<file path="src/read_coverage_accumulator_assert.svh">
// ----------------------------------------------------------------------------
// Read coverage accumulator assertion macros
// Concurrent assertion wrappers; define ASSERT_OFF to compile them away.
// ----------------------------------------------------------------------------
`ifndef READ_COVERAGE_ACCUMULATOR_ASSERT_SVH
`define READ_COVERAGE_ACCUMULATOR_ASSERT_SVH
`ifndef ASSERT_OFF
// Check a condition at every clock edge outside reset.
`define RCA_ASSERT(label, clk, rst_n, prop, msg) \
    label: assert property (@(posedge clk) disable iff (!rst_n) (prop)) else $error(msg);
// Check that a trigger is followed by a condition in the next cycle.
`define RCA_ASSERT_NEXT(label, clk, rst_n, ante, cons, msg) \
    label: assert property (@(posedge clk) disable iff (!rst_n) (ante) |=> (cons)) \
        else $error(msg);
`else
`define RCA_ASSERT(label, clk, rst_n, prop, msg)
`define RCA_ASSERT_NEXT(label, clk, rst_n, ante, cons, msg)
`endif
`endif

</file>
<file path="src/rca_pkg.sv">
// ----------------------------------------------------------------------------
// Read coverage accumulator package
// Transfer types, opcodes, field widths and parameter defaults.
// ----------------------------------------------------------------------------
package rca_pkg;

    // Default sizing
    localparam int RCA_NUM_REFS    = 8;
    localparam int RCA_MAX_POS     = 4096;
    localparam int RCA_MAX_READ    = 512;
    localparam int RCA_COUNT_WIDTH = 16;

    // Fixed field widths
    localparam int OPCODE_W  = 2;
    localparam int REF_W     = 3;
    localparam int HLEN_W    = 20;
    localparam int START_W   = 20;
    localparam int RLEN_W    = 10;
    localparam int QPOS_W    = 12;
    localparam int DEPTH_W   = 16;

    typedef enum logic [OPCODE_W-1:0] {
        OP_HEADER = 2'd0,
        OP_ALIGN  = 2'd1,
        OP_QUERY  = 2'd2
    } rca_op_t;

    typedef struct packed {
        logic [OPCODE_W-1:0] opcode;
        logic [REF_W-1:0]    ref_index;
        logic                mapped;
        logic [HLEN_W-1:0]   ref_length;
        logic [START_W-1:0]  start_position;
        logic [RLEN_W-1:0]   read_length;
        logic [QPOS_W-1:0]   query_position;
    } rca_item_t;

    typedef struct packed {
        logic [DEPTH_W-1:0] depth;
        logic               in_range;
    } rca_result_t;

    // Result handed from the sequencer to the output register
    typedef struct packed {
        logic        load;
        rca_result_t data;
    } rca_res_t;

    // Sequencer status
    typedef struct packed {
        logic ready;
        logic clearing;
        logic q_pending;
    } rca_status_t;

endpackage

</file>
<file path="src/rca_len_table.sv">
// ----------------------------------------------------------------------------
// Reference length table
// Per-reference length, raised to the largest clamped header value seen.
// ----------------------------------------------------------------------------
module rca_len_table
    import rca_pkg::*;
#(
    parameter int NUM_REFS = RCA_NUM_REFS,
    parameter int MAX_POS  = RCA_MAX_POS,
    localparam int LEN_W   = $clog2(MAX_POS + 1)
) (
    input  logic              clk,
    input  logic              rst_n,
    input  logic              upd,
    input  logic [REF_W-1:0]  idx,
    input  logic [HLEN_W-1:0] new_len,
    output logic [LEN_W-1:0]  len
);

    localparam int RIDX_W = (NUM_REFS > 1) ? $clog2(NUM_REFS) : 1;

    logic [LEN_W-1:0]  len_reg [NUM_REFS];
    logic              ref_ok;
    logic [RIDX_W-1:0] sel;
    logic [LEN_W-1:0]  clamped;

    assign ref_ok  = idx < NUM_REFS;
    assign sel     = RIDX_W'(idx);
    assign clamped = ({1'b0, new_len} > (HLEN_W + 1)'(MAX_POS)) ? LEN_W'(MAX_POS)
                                                                 : LEN_W'(new_len);
    assign len     = ref_ok ? len_reg[sel] : '0;

    always_ff @(posedge clk or negedge rst_n)
    begin
        if (!rst_n)
        begin
            for (int i = 0; i < NUM_REFS; i++)
            begin
                len_reg[i] <= '0;
            end
        end
        else if (upd && ref_ok && (clamped > len_reg[sel]))
        begin
            len_reg[sel] <= clamped;
        end
    end

endmodule

</file>
<file path="config.mk">
export PLATFORM = sky130hd
export DESIGN_NAME = rca_len_table
export DESIGN_NICKNAME = d
export VERILOG_FILES = /design/src/read_coverage_accumulator_assert.svh /design/src/rca_pkg.sv /design/src/rca_len_table.sv
export SDC_FILE = /design/constraint.sdc
export NUM_CORES = 1
export LEC_CHECK = 0
export BUFFER_PORTS_ARGS = -buffer_cell sky130_fd_sc_hd__buf_2
export CORE_AREA = 3 3 125 127
export DETAILED_ROUTE_END_ITERATION = 12
export DIE_AREA = 0 0 128 130
export GPL_ROUTABILITY_DRIVEN = 0
export GPL_TIMING_DRIVEN = 0
export PLACE_DENSITY_LB_ADDON = 0.1
export SLEW_MARGIN = 20
export SYNTH_ARGS = -nofsm -noshare
export SYNTH_HDL_FRONTEND = slang
export SYNTH_SLANG_ARGS = --single-unit
</file>
<file path="constraint.sdc">
create_clock -name clk -period 4.57 [get_ports clk]
set_clock_uncertainty 0.2 [all_clocks]
set_input_delay 0.914 -clock clk [delete_from_list [all_inputs] [get_ports clk]]
set_output_delay 0.914 -clock clk [all_outputs]
set_load 0.05 [all_outputs]
</file>
==> summary.md <==
| Metric | Value |
|---|---|
| Status | `completed` |
| Total power | `2.02 mW` |
| Synthesized area | `slightly above 5000 um^2` |
| Synth warn | `0` |
| Compound-Gate Fraction of Synth Area | `28.6%` |
| Critical path peak fanout | `10` |
| Pwr Density | `349 nW/um^2` |
| CP startpoint kind | `input pin` |
| Global-route wire length before repair | `about 26000 um` |
| Total GRT Usage | `20.9%` |
| VDD IR max | `just under 200 uV` |
| Cells after Synth | `between 400 and 500` |
| Mux share of post-synthesis cell area | `0%` |
| Sequential share of the synthesized area | `51.5%` |
| Initial antenna violation count | `0` |
| Area after DPL | `around 5500 um^2` |
| Combinational family with the most area after synthesis | `compound AO/OA/AOI/OAI gates` |
| Seq cells post-synth | `about 100` |
| CTS Buffer Depth | `2` |
| DRT iter0 DRCs | `between 300 and 400` |
| CP arrival | `4.41 ns` |
| DR WL/cell | `around 25 um` |
| Post-CTS Hold Buffers | `0` |
| CTS tree | `yes` |
| Tcrit/Tclk final | `roughly 95%` |
| # rows | `44` |
| Core area | `14500 um^2` |
| Synthesized area per cell | `11.8 um^2` |
| FF/Latch Area | `2600 um^2` |
| Vias/cell | `a little over 6` |
| CP Class | `in2reg` |
| Min-Delay Path Class | `in2async` |
| Synth Flop Type | `dfrtp_1` |
| Die height | `130 um` |
| XOR/XNOR share of the synthesized area | `0%` |
| Remaining DRCs | `0` |
| Area delta synth->final | `14.7%` |
| ANT cells | `0` |
| Yosys cell types | `just over 40` |
| Post-synth EDFFs | `0` |
| Clk slew on worst S/H paths | `0.06 ns` |
| Share of cells above drive strength 1 | `20.0%` |
| Multi-input gate area | `2180 um^2` |
| Final Critical Period | `4.34 ns` |
| Die Area | `16600 um^2` |
| Post-DP HPWL | `12000 um` |
| Fmax achieved | `0.230 GHz` |
| TritonCTS Buffers | `9` |
| Slew margin rel. | `49.1%` |
| Input/output buffers | `32` |
| Max reg flops | `104` |
| Vias in the first global route | `3991` |
| Adder-cell share of the synthesized area | `3.22%` |
| RSZ-0062 raised after global routing | `no` |
| Async SR Flop Fraction | `100%` |
| Pleak | `2.50 nW` |
| Initial Util | `34.8%` |
| Fillcell total | `approximately 1500` |
| Max cap viols | `0` |
| # IOs | `39` |
| Synthesized net count | `469` |
| Clock Root Buffer | `clkbuf_16` |
| Worst setup EP type | `register` |
| Setup violations, final | `0` |
| Final Cell Area | `5800 um^2` |
| Worst skew pair latency | `0.36 ns` |
| Synth Area in Simple Gates | `11.1%` |
| CP required | `4.64 ns` |
| Post-Route WL | `about 17000 um` |
| CTS Sinks | `104` |
| Nets | `513` |
| Largest net degree at the start of global routing | `approximately 60` |
| GRT Residual Overflow | `0` |
| Final Max Tran Viols | `0` |
| H-tree Lvls | `3` |
| Tightest Pin Transition | `0.761 ns` |
| DRT antenna net count | `0` |
| Drt pass-1 iters | `5` |
| Hold Violations, Final | `0` |
| Vias | `between 4000 and 5000` |
| Die Wd | `around 130 um` |
[synth_stat cells, drive strengths merged, types with 2 or more instances]
| cell | n | share of area [%] |
|---|---|---|
| a21oi | 13 | 1.3 |
| a22oi | 52 | 7.7 |
| a31oi | 8 | 0.99 |
| a32o | 48 | 9.5 |
| and2 | 13 | 1.6 |
| and3 | 3 | 0.47 |
| and3b | 2 | 0.35 |
| and4 | 12 | 2.1 |
| buf | 21 | 2.7 |
| clkbuf | 26 | 2.0 |
| dfrtp | 104 | 51 |
| ha | 13 | 3.2 |
| inv | 13 | 0.96 |
| nand2 | 8 | 0.59 |
| nand3 | 13 | 2.0 |
| nand3b | 2 | 0.30 |
| nand4 | 9 | 1.9 |
| nor2 | 5 | 0.37 |
| nor3 | 2 | 0.20 |
| nor4 | 4 | 0.49 |
| o2bb2ai | 48 | 8.3 |
[layout make-up]
type	count	share of cell area (%)
clock inverter	2	0.669
sequential	104	44.9
tap	184	3.97
multi-input combinational	266	37.5
clock buffer	14	4.38
buffer	47	4.42
timing repair buffer	33	3.34
inverter	13	0.841
[power breakdown]
group	switching (mW)	leakage [nW]	internal, mW
clock network	0.344	0.141	0.442
registers	0.0194	1.42	0.953
logic	0.188	0.930	0.0770
total	0.551	2.50	1.47
[metal layers]
layer	vias up	share of wire, %	track usage [%]
met2	140	44	30.6
met4	0	1.8	7.30
met1	2128	49	31.2
li1	1831	-	-
met3	20	5.3	3.44
met5	-	0	0
[placed cells by master (no fill, tap or decap), types with 2 or more instances in the layout]
| cell type | netlist | final |
|---|---|---|
| nor2_1 | 5 | 5 |
| buf_1 | 6 | 6 |
| buf_6 | 4 | 5 |
| buf_2 | 9 | 40 |
| clkbuf_2 | 1 | 19 |
| o2bb2ai_1 | 48 | 48 |
| a21oi_1 | 13 | 13 |
| a22oi_1 | 52 | 52 |
| nand2_1 | 8 | 8 |
| and2_0 | 2 | 2 |
| nand3_2 | 7 | 7 |
| a31oi_1 | 8 | 8 |
| dfrtp_1 | 104 | 104 |
| and3b_1 | 2 | 2 |
| clkbuf_1 | 25 | 11 |
| a32o_1 | 48 | 48 |
| nand4_2 | 6 | 6 |
| nand4_1 | 3 | 3 |
| nor4_1 | 4 | 4 |
| and3_1 | 2 | 2 |
| and2_1 | 11 | 11 |
| and4_1 | 12 | 12 |
| nand3_1 | 6 | 6 |
| nand3b_1 | 2 | 2 |
| clkbuf_16 | 0 | 9 |
| ha_1 | 13 | 13 |
| inv_1 | 13 | 13 |
[final timing paths]
check,start,to,slack (ns),cells after the start
worst max-delay path,idx[0],len_reg[19],0.23,12
worst min-delay path,rst_n,len_reg[41],0.27,1
worst max register to register,len_reg[80],len_reg[37],1.40,10
worst min register to register,len_reg[101],len_reg[101],0.29,1
max in group asynchronous,rst_n,len_reg[11],3.25,2
min in group clk,len_reg[101],len_reg[101],0.29,1
[metrics by stage]
step / cells / util [%] / hold WS, ns / setup TNS [ns] / worst slack [ns]
after global routing: 663 / 39.9 / 0.294 / 0 / 0.0393
after global placement: 646 / 37.5 / 0.272 / -46.60 / -0.615
final: 663 / 39.9 / 0.271 / 0 / 0.227
after CTS: 663 / 39.8 / 0.281 / 0 / 0.0330
after floorplan: 430 / - / 0.257 / 0 / 0.339
after detailed placement: 647 / 37.7 / 0.274 / -47.74 / -0.637
[cells by family (layout without fill, tap and decap cells)]
group                    count (synthesis)  after routing
AO/OA/AOI/OAI                          174            174
flip-flops                             104            104
AND/OR/NAND/NOR                         79             79
buffers and inverters                   60            109
adder cells (fa/ha/maj)                 13             13
[critical path: stages]
cell       delay (ns)
buf_2            0.13
and3b_1          0.33
clkbuf_1         0.61
a22oi_1          0.20
and4_1           0.31
ha_1             0.31
nand4_1          0.16
o41a_1           0.54
buf_2            0.28
nand3_2          0.14
buf_2            0.31
o2bb2ai_1        0.17
[what timing repair did]
item | 4_1_cts | 5_1_grt
resized for setup | 9 | 20
setup buffers | 0 | 0
endpoints found under the setup margin | 88 | 98
No activity file was read; power rests on OpenSTA's default activity.
